`src/design/esc_pkg.sv`:
```
`timescale 1ns / 1ps
package esc_pkg;

   // pipeline depth, accept to result register
   localparam int NUM_STAGES = 13;

   localparam logic [11:0] YEAR_BASE = 12'd1970;

   localparam logic [31:0] CYCLE_SECONDS = 32'd126230400;
   localparam logic [26:0] YEAR1_START   = 27'd31536000;
   localparam logic [26:0] YEAR2_START   = 27'd63072000;
   localparam logic [26:0] YEAR3_START   = 27'd94694400;
   localparam logic [24:0] DAY_SECONDS   = 25'd86400;
   localparam logic [16:0] HOUR_SECONDS  = 17'd3600;
   localparam logic [11:0] MINUTE_SECONDS = 12'd60;

   // reciprocal estimates: floor(x * recip / 2^shift) is the quotient or one below it
   localparam int CYC_SHIFT  = 32;
   localparam int DAY_SHIFT  = 18;
   localparam int HOUR_SHIFT = 13;
   localparam int MIN_SHIFT  = 10;
   localparam logic [5:0] CYC_RECIP  = 6'((64'd1 << CYC_SHIFT) / 64'd126230400);
   localparam logic [8:0] DAY_RECIP  = 9'((64'd1 << DAY_SHIFT) / 64'd675);
   localparam logic [5:0] HOUR_RECIP = 6'((64'd1 << HOUR_SHIFT) / 64'd225);
   localparam logic [6:0] MIN_RECIP  = 7'((64'd1 << MIN_SHIFT) / 64'd15);

   // first zero-based day of each month
   function automatic logic [8:0] month_start(input logic [3:0] month_idx, input logic leap);
      logic [8:0] base;
      case (month_idx)
         4'd1:    base = 9'd31;
         4'd2:    base = 9'd59;
         4'd3:    base = 9'd90;
         4'd4:    base = 9'd120;
         4'd5:    base = 9'd151;
         4'd6:    base = 9'd181;
         4'd7:    base = 9'd212;
         4'd8:    base = 9'd243;
         4'd9:    base = 9'd273;
         4'd10:   base = 9'd304;
         4'd11:   base = 9'd334;
         default: base = 9'd0;
      endcase
      return base + 9'(leap && (month_idx >= 4'd2));
   endfunction

endpackage

```
`src/design/esc_req_if.sv`:
```
`timescale 1ns / 1ps
interface esc_req_if;
   logic        valid;
   logic        ready;
   logic [31:0] epoch_seconds;

   modport source (output valid, output epoch_seconds, input ready);
   modport sink   (input valid, input epoch_seconds, output ready);
endinterface

```
`src/design/esc_rsp_if.sv`:
```
`timescale 1ns / 1ps
interface esc_rsp_if;
   logic        valid;
   logic        ready;
   logic [11:0] year;
   logic [3:0]  month;
   logic [4:0]  day_of_month;
   logic [8:0]  day_of_year;
   logic [4:0]  hour;
   logic [5:0]  minute;
   logic [5:0]  second;

   modport source (output valid, output year, output month, output day_of_month,
                   output day_of_year, output hour, output minute, output second,
                   input ready);
   modport sink   (input valid, input year, input month, input day_of_month,
                   input day_of_year, input hour, input minute, input second,
                   output ready);
endinterface

```
`src/design/esc_month_lookup.sv`:
```
`timescale 1ns / 1ps
module esc_month_lookup import esc_pkg::*; (
   input  logic [8:0] day_of_year,
   input  logic       leap,
   output logic [3:0] month,
   output logic [4:0] day_of_month
);

   logic [3:0] month_idx;
   logic [8:0] day_offset;

   always_comb begin
      month_idx = 4'd0;
      for (int m = 1; m < 12; m++) begin
         if (day_of_year >= month_start(4'(m), leap)) begin
            month_idx = 4'(m);
         end
      end
      day_offset   = day_of_year - month_start(month_idx, leap);
      month        = month_idx + 4'd1;
      day_of_month = day_offset[4:0] + 5'd1;
   end

endmodule

```
`src/design/epoch_seconds_to_calendar_unit.sv`:
```
`timescale 1ns / 1ps
// epoch seconds to calendar converter
//
// req_if carries one unsigned 32-bit count of seconds since 1970-01-01 UTC per
// transfer; rsp_if returns year, month, day of month, zero-based day of year,
// hour, minute and second for it. leap years follow the plain four-year rule
// (2100 counts as leap). every input gives exactly one result, in order.
//
// every transfer passes through the 13 register stages, which split the
// constant divisions into a reciprocal estimate, a product and a
// compare-and-correct step each. throughput is one transfer per cycle while
// rsp_if.ready stays high.
//
// reset clears the stage valid bits only; rsp_if.valid is low after reset.
// when the receiver holds rsp_if.ready low the last stage keeps its result,
// and earlier stages keep moving into empty slots, so req_if.ready only drops
// once all 13 stages hold a result.
module epoch_seconds_to_calendar_unit import esc_pkg::*; (
   input  logic     clock,
   input  logic     reset,
   esc_req_if.sink  req_if,
   esc_rsp_if.source rsp_if
);

   typedef struct packed {
      logic [31:0] t;
      logic [5:0]  cycles;
      logic [31:0] cyc_prod;
      logic [26:0] cyc_rem;
      logic [11:0] year;
      logic        leap;
      logic [24:0] yr_rem;
      logic [8:0]  yday;
      logic [24:0] day_prod;
      logic [16:0] day_secs;
      logic [3:0]  month;
      logic [4:0]  dom;
      logic [4:0]  hour;
      logic [16:0] hour_prod;
      logic [11:0] min_secs;
      logic [5:0]  minute;
      logic [11:0] min_prod;
      logic [5:0]  second;
   } pipe_type;

   pipe_type                stage_ff [NUM_STAGES];
   pipe_type                stage_in [NUM_STAGES];
   logic [NUM_STAGES-1:0]   valid_ff;
   logic [NUM_STAGES-1:0]   valid_in;
   logic [NUM_STAGES-1:0]   advance;

   // estimate products and differences
   logic [37:0] cyc_est;
   logic [31:0] cyc_diff;
   logic [26:0] day_est;
   logic [24:0] day_diff;
   logic [17:0] hour_est;
   logic [16:0] hour_diff;
   logic [15:0] min_est;
   logic [11:0] min_diff;
   logic [1:0]  year_in_cycle;
   logic [26:0] year_offset;
   logic [3:0]  lookup_month;
   logic [4:0]  lookup_dom;

   // a stage moves when it is empty or the one after it moves
   always_comb begin
      advance[NUM_STAGES-1] = !valid_ff[NUM_STAGES-1] || rsp_if.ready;
      for (int k = NUM_STAGES - 2; k >= 0; k--) begin
         advance[k] = !valid_ff[k] || advance[k+1];
      end
   end

   assign req_if.ready = advance[0];

   always_comb begin
      valid_in[0] = req_if.valid;
      for (int k = 1; k < NUM_STAGES; k++) begin
         valid_in[k] = valid_ff[k-1];
      end
   end

   esc_month_lookup u_month (
      .day_of_year  (stage_ff[6].yday),
      .leap         (stage_ff[6].leap),
      .month        (lookup_month),
      .day_of_month (lookup_dom)
   );

   always_comb begin
      stage_in[0] = '0;
      for (int k = 1; k < NUM_STAGES; k++) begin
         stage_in[k] = stage_ff[k-1];
      end

      // four-year cycle estimate
      cyc_est = 38'(req_if.epoch_seconds) * 38'(CYC_RECIP);
      stage_in[0].t      = req_if.epoch_seconds;
      stage_in[0].cycles = cyc_est[37:32];

      stage_in[1].cyc_prod = 32'(stage_ff[0].cycles) * CYCLE_SECONDS;

      // cycle correction, estimate is exact or one low
      cyc_diff = stage_ff[1].t - stage_ff[1].cyc_prod;
      if (cyc_diff >= CYCLE_SECONDS) begin
         stage_in[2].cycles  = stage_ff[1].cycles + 6'd1;
         stage_in[2].cyc_rem = 27'(cyc_diff - CYCLE_SECONDS);
      end else begin
         stage_in[2].cyc_rem = 27'(cyc_diff);
      end

      // year within the cycle, third year is leap
      if (stage_ff[2].cyc_rem >= YEAR3_START) begin
         year_in_cycle = 2'd3;
         year_offset   = YEAR3_START;
      end else if (stage_ff[2].cyc_rem >= YEAR2_START) begin
         year_in_cycle = 2'd2;
         year_offset   = YEAR2_START;
      end else if (stage_ff[2].cyc_rem >= YEAR1_START) begin
         year_in_cycle = 2'd1;
         year_offset   = YEAR1_START;
      end else begin
         year_in_cycle = 2'd0;
         year_offset   = '0;
      end
      stage_in[3].leap   = (year_in_cycle == 2'd2);
      stage_in[3].yr_rem = 25'(stage_ff[2].cyc_rem - year_offset);
      stage_in[3].year   = YEAR_BASE + {4'd0, stage_ff[2].cycles, 2'b00}
                           + 12'(year_in_cycle);

      // day estimate, 86400 = 128 * 675
      day_est = 27'(stage_ff[3].yr_rem[24:7]) * 27'(DAY_RECIP);
      stage_in[4].yday = day_est[26:18];

      stage_in[5].day_prod = 25'(stage_ff[4].yday) * DAY_SECONDS;

      day_diff = stage_ff[5].yr_rem - stage_ff[5].day_prod;
      if (day_diff >= DAY_SECONDS) begin
         stage_in[6].yday     = stage_ff[5].yday + 9'd1;
         stage_in[6].day_secs = 17'(day_diff - DAY_SECONDS);
      end else begin
         stage_in[6].day_secs = 17'(day_diff);
      end

      // hour estimate, 3600 = 16 * 225; month lookup alongside
      hour_est = 18'(stage_ff[6].day_secs[16:4]) * 18'(HOUR_RECIP);
      stage_in[7].hour  = hour_est[17:13];
      stage_in[7].month = lookup_month;
      stage_in[7].dom   = lookup_dom;

      stage_in[8].hour_prod = 17'(stage_ff[7].hour) * HOUR_SECONDS;

      hour_diff = stage_ff[8].day_secs - stage_ff[8].hour_prod;
      if (hour_diff >= HOUR_SECONDS) begin
         stage_in[9].hour     = stage_ff[8].hour + 5'd1;
         stage_in[9].min_secs = 12'(hour_diff - HOUR_SECONDS);
      end else begin
         stage_in[9].min_secs = 12'(hour_diff);
      end

      // minute estimate, 60 = 4 * 15
      min_est = 16'(stage_ff[9].min_secs[11:2]) * 16'(MIN_RECIP);
      stage_in[10].minute = min_est[15:10];

      stage_in[11].min_prod = 12'(stage_ff[10].minute) * MINUTE_SECONDS;

      min_diff = stage_ff[11].min_secs - stage_ff[11].min_prod;
      if (min_diff >= MINUTE_SECONDS) begin
         stage_in[12].minute = stage_ff[11].minute + 6'd1;
         stage_in[12].second = 6'(min_diff - MINUTE_SECONDS);
      end else begin
         stage_in[12].second = 6'(min_diff);
      end
   end

   always_ff @(posedge clock) begin
      if (reset) begin
         valid_ff <= '0;
      end else begin
         for (int k = 0; k < NUM_STAGES; k++) begin
            if (advance[k]) begin
               valid_ff[k] <= valid_in[k];
            end
         end
      end
   end

   // payload holds while its stage is stalled
   always_ff @(posedge clock) begin
      for (int k = 0; k < NUM_STAGES; k++) begin
         if (advance[k]) begin
            stage_ff[k] <= stage_in[k];
         end
      end
   end

   assign rsp_if.valid        = valid_ff[NUM_STAGES-1];
   assign rsp_if.year         = stage_ff[NUM_STAGES-1].year;
   assign rsp_if.month        = stage_ff[NUM_STAGES-1].month;
   assign rsp_if.day_of_month = stage_ff[NUM_STAGES-1].dom;
   assign rsp_if.day_of_year  = stage_ff[NUM_STAGES-1].yday;
   assign rsp_if.hour         = stage_ff[NUM_STAGES-1].hour;
   assign rsp_if.minute       = stage_ff[NUM_STAGES-1].minute;
   assign rsp_if.second       = stage_ff[NUM_STAGES-1].second;

endmodule

```
`src/flat_wrapper.sv`:
```
// flat-port wrapper written by rule: the top's interface ports become plain ports
module epoch_seconds_to_calendar_unit_flat import esc_pkg::*;
  (clock, reset, req_if_valid, req_if_epoch_seconds, req_if_ready, rsp_if_valid, rsp_if_year, rsp_if_month, rsp_if_day_of_month, rsp_if_day_of_year, rsp_if_hour, rsp_if_minute, rsp_if_second, rsp_if_ready);
  esc_req_if req_if_i ();
  esc_rsp_if rsp_if_i ();
  input  logic clock;
  input  logic reset;
  input wire logic [$bits(req_if_i.valid)-1:0] req_if_valid;
  input wire logic [$bits(req_if_i.epoch_seconds)-1:0] req_if_epoch_seconds;
  output wire logic [$bits(req_if_i.ready)-1:0] req_if_ready;
  output wire logic [$bits(rsp_if_i.valid)-1:0] rsp_if_valid;
  output wire logic [$bits(rsp_if_i.year)-1:0] rsp_if_year;
  output wire logic [$bits(rsp_if_i.month)-1:0] rsp_if_month;
  output wire logic [$bits(rsp_if_i.day_of_month)-1:0] rsp_if_day_of_month;
  output wire logic [$bits(rsp_if_i.day_of_year)-1:0] rsp_if_day_of_year;
  output wire logic [$bits(rsp_if_i.hour)-1:0] rsp_if_hour;
  output wire logic [$bits(rsp_if_i.minute)-1:0] rsp_if_minute;
  output wire logic [$bits(rsp_if_i.second)-1:0] rsp_if_second;
  input wire logic [$bits(rsp_if_i.ready)-1:0] rsp_if_ready;
  assign req_if_i.valid = req_if_valid;
  assign req_if_i.epoch_seconds = req_if_epoch_seconds;
  assign req_if_ready = req_if_i.ready;
  assign rsp_if_valid = rsp_if_i.valid;
  assign rsp_if_year = rsp_if_i.year;
  assign rsp_if_month = rsp_if_i.month;
  assign rsp_if_day_of_month = rsp_if_i.day_of_month;
  assign rsp_if_day_of_year = rsp_if_i.day_of_year;
  assign rsp_if_hour = rsp_if_i.hour;
  assign rsp_if_minute = rsp_if_i.minute;
  assign rsp_if_second = rsp_if_i.second;
  assign rsp_if_i.ready = rsp_if_ready;
  epoch_seconds_to_calendar_unit u_core (.clock(clock), .reset(reset), .req_if(req_if_i), .rsp_if(rsp_if_i));
endmodule
```
`config.mk`:
```
export PLATFORM = sky130hd
export DESIGN_NAME = epoch_seconds_to_calendar_unit_flat
export DESIGN_NICKNAME = d
export VERILOG_FILES = /design/src/design/esc_pkg.sv /design/src/design/esc_req_if.sv /design/src/design/esc_rsp_if.sv /design/src/design/esc_month_lookup.sv /design/src/design/epoch_seconds_to_calendar_unit.sv /design/src/flat_wrapper.sv
export SDC_FILE = /design/constraint.sdc
export NUM_CORES = 1
export LEC_CHECK = 0
export ABC_AREA = 1
export BUFFER_PORTS_ARGS = -buffer_cell sky130_fd_sc_hd__buf_4
export CAP_MARGIN = 20
export CORE_UTILIZATION = 40
export DETAILED_ROUTE_END_ITERATION = 10
export HOLD_SLACK_MARGIN = 0.15
export PLACE_DENSITY = 0.63
export SLEW_MARGIN = 25
export SYNTH_ARGS = -nofsm -noshare
export SYNTH_HDL_FRONTEND = slang
export SYNTH_SLANG_ARGS = --single-unit
```
`constraint.sdc`:
```
create_clock -name clock -period 10.3 [get_ports clock]
set_clock_uncertainty 0.15 [all_clocks]
set_input_delay 0.515 -clock clock [delete_from_list [all_inputs] [get_ports clock]]
set_output_delay 0.515 -clock clock [all_outputs]
set_load 0.03 [all_outputs]
```
==> flow_summary.toml <==
[outcome]
outcome = "finished, final reports clean"

[timing]
worst_slack_ns = 5.331
drv_slew = 0
worstMarginPinSlew_ns = 0.8317
slew_headroom_pct = 44.55
rsz0062_at_grt = "no"
hold_violations = 0
setup_viol = 0
fin_crit_ns = 4.969
finalSetupTns_ns = 0
period_share_pct = 48.25
fmax_ghz = 0.2012

[route]
drt_wl_total_um = 66520
highest_layer = "met4"
ant_nets = 0
wl_met2_um = 33220
num_vias = 22191
wl_met1_um = 29360
drtIter0Drc = 1202
wire_per_inst_um = 14.37
dr.pass1.iters = 5
vias_per_cell = 4.794
route.met3.wl_um = 2262
drc = 0

[worst_setup_path]
cp.depth = 16
cpLargestDelayFamily = "adder cells"
crit_type = "reg2reg"
cp-end-kind = "flip-flop"
critPathMaxFanout = 6
crit_path_frequent_cell = "nand2_1"
worst-path-buf-inv = 2
cp.arrival_ns = 5.19
cp_cell_sequence = "fa_1 -> inv_1 -> fa_1 -> inv_1 -> fa_1 -> ha_1 -> a21oi_1 -> nand2_1 -> nand2_1 -> nand2_1 -> a21boi_0 -> o21ai_0 -> a21boi_0 -> o21ai_0 -> nand2_1 -> nand2_1"
required_ns = 10.52
cpPeakStageDelay_ns = 0.70
slowest_stage = "fa_1"
start_kind = "flip-flop"
r2r_cells = 16

[logic_synthesis]
synth_warnings = 0
ys_seq_area_share_pct = 54.02
synth_ff_type = "edfxtp_1"
ys_ff_latch = 654
syn-num-nets = 3741
synth_top_family_by_area = "adder cells"
synth_adder_area_share_pct = 16.58
syn_area_um2 = 36110
synthMuxAreaShare_pct = 0
synth_xor_area_share_pct = 4.241
synthDistinctLibCells = 55
yosysTopAreaCell = "edfxtp_1"
syn_inst = 3260
avgSynthCellArea_um2 = 11.08
synth_simple_gate_area_share_pct = 13.16
synth.area.top_cells = "edfxtp_1 53%, ha_1 13%, nand2_1 6.3%"
synth_edf_count = 641
synth.top_cell.area_share_pct = 53.30
synthArstFlopShare_pct = 0
synth_compound_area_share_pct = 5.332

[cells_and_area]
drive_gt1_share_pct = 8.141
area_delta_synth_final_pct = 12.65
n_antenna_cell = 0
nets = 3884
fillCellCount = 8154
final_area_um2 = 40680

[placed_design]
placed_cell_area_um2 = 37840
port_buffers = 84
dp_hpwl_um = 50330
dp_worst_setup_slack_ns = 5.340
gp_congestion = 0.8750

[cts]
clk_latency_ns = 0.61
cts_buffers = 73
clkTransAtPathRegs_ns = 0.06
ctsResizeCount = 0
root_buffer = "clkbuf_16"
cts_tree = "yes"
clock_sinks = 654
clockBufferDepth = 3
cts_max_level = 3

[hold_path]
hold_path_depth = 0
hp-class = "reg2reg"

[global_route]
grt_first_pass_wirelength_um = 108000
grtUsageTotal_pct = 14.70
grt_max_degree = 64
grt-ovfl-total = 0
antenna_found_initial = 0
grt_pass1_vias = 21755

[die]
die_y_um = 302.5
ios = 85
initial_core_util_pct = 40.61
rows = 109
core-area_um2 = 88920
die_w_um = 302.5
die_area_um2 = 91490

[job]
drv_cap = 0
-- routing by layer --
layer	vias to the layer above	track usage, %
met5	-	0
met4	0	4.355
met3	112	2.478
met2	291	26.27
met1	10390	18.12
li1	11398	-
-- logic make-up after synthesis --
group                    Yosys count
AND/OR/NAND/NOR                 1079
buffers and inverters            577
AO/OA/AOI/OAI                    337
XOR/XNOR                         168
adder cells (fa/ha/maj)          445
flip-flops                       654
-- metrics by stage --
step	instances	hold WS (ns)	util, %
6_report	4629	0.2563	45.75
5_1_grt	4629	0.2666	45.75
4_1_cts	4629	0.2520	45.75
3_5_place_dp	4458	0.2545	42.55
3_3_place_gp	4458	0.2500	42.55
2_1_floorplan	3260	0.2503	-
-- synth_stat cells, types with 8 or more instances --
cell / n
a21o_1: 10
xnor2_1: 40
edfxtp_1: 641
nand2_2: 14
a21oi_1: 165
dfxtp_1: 13
nand4_1: 57
nor3_1: 33
o31ai_1: 8
nor4_1: 10
buf_4: 48
o21bai_1: 18
nand3_2: 17
fa_1: 56
inv_1: 506
nand3_1: 157
nor2_2: 8
nor2_1: 149
o21ai_0: 77
nand3b_1: 14
a31oi_1: 14
o211ai_1: 10
xor2_1: 123
nand2_1: 602
ha_1: 389
-- cell type report --
cell class              count  area [µm²]  share of cell area [%]
clock buffers              88        1968                   4.838
clock inverters            48       526.8                   1.295
inverters                 512        1922                   4.724
multi-input cells        2029       14210                   34.94
flip-flops and latches    654       19510                   47.95
well taps                1165        1458                   3.583
repair buffers            133        1086                   2.670
-- layout by cell type, fill, tap and decap left out, drive strengths merged, types with 2 or more instances in the layout --
cell type      n
a21o          10
nand2        620
dlygate4sd3   35
or2            3
o221ai         3
o31ai          8
buf           98
dfxtp         13
clkinvlp       7
clkinv        30
nand3        174
nor3b          3
and3           2
fa            56
o211ai        10
a31oi         14
xor2         128
a211oi         2
edfxtp       641
o21bai        18
nor4          10
o21ai         83
nand4         57
a21boi         8
inv          515
nor2         160
o311ai         2
o21a           7
bufinv         8
xnor2         40
nor3          33
ha           389
clkbuf        88
and2           2
a21oi        167
nand3b        14
-- flip-flops by register name (all words and copies together) (netlist names) --
name,flops
u_core.stage_ff,641
u_core.valid_ff,13
-- path summary, 6_finish.rpt --
path	slack [ns]	end	startpoint
worst max-delay path	5.33	u_core.stage_ff[0][464]	u_core.stage_ff[0][218]
worst min-delay path	0.26	u_core.stage_ff[0][1410]	u_core.stage_ff[0][1157]
worst max register to register	5.33	u_core.stage_ff[0][464]	u_core.stage_ff[0][218]
worst min register to register	0.26	u_core.stage_ff[0][1410]	u_core.stage_ff[0][1157]
-- what timing repair did --
item	4_1_cts	5_1_grt
hold buffers	35	0
endpoints found under the setup margin	0	0
endpoints found under the hold margin	45	0
setup buffers	0	0
Power is not shown: default switching activity piles up to over one toggle a cycle in this logic, so the estimate is an artifact.
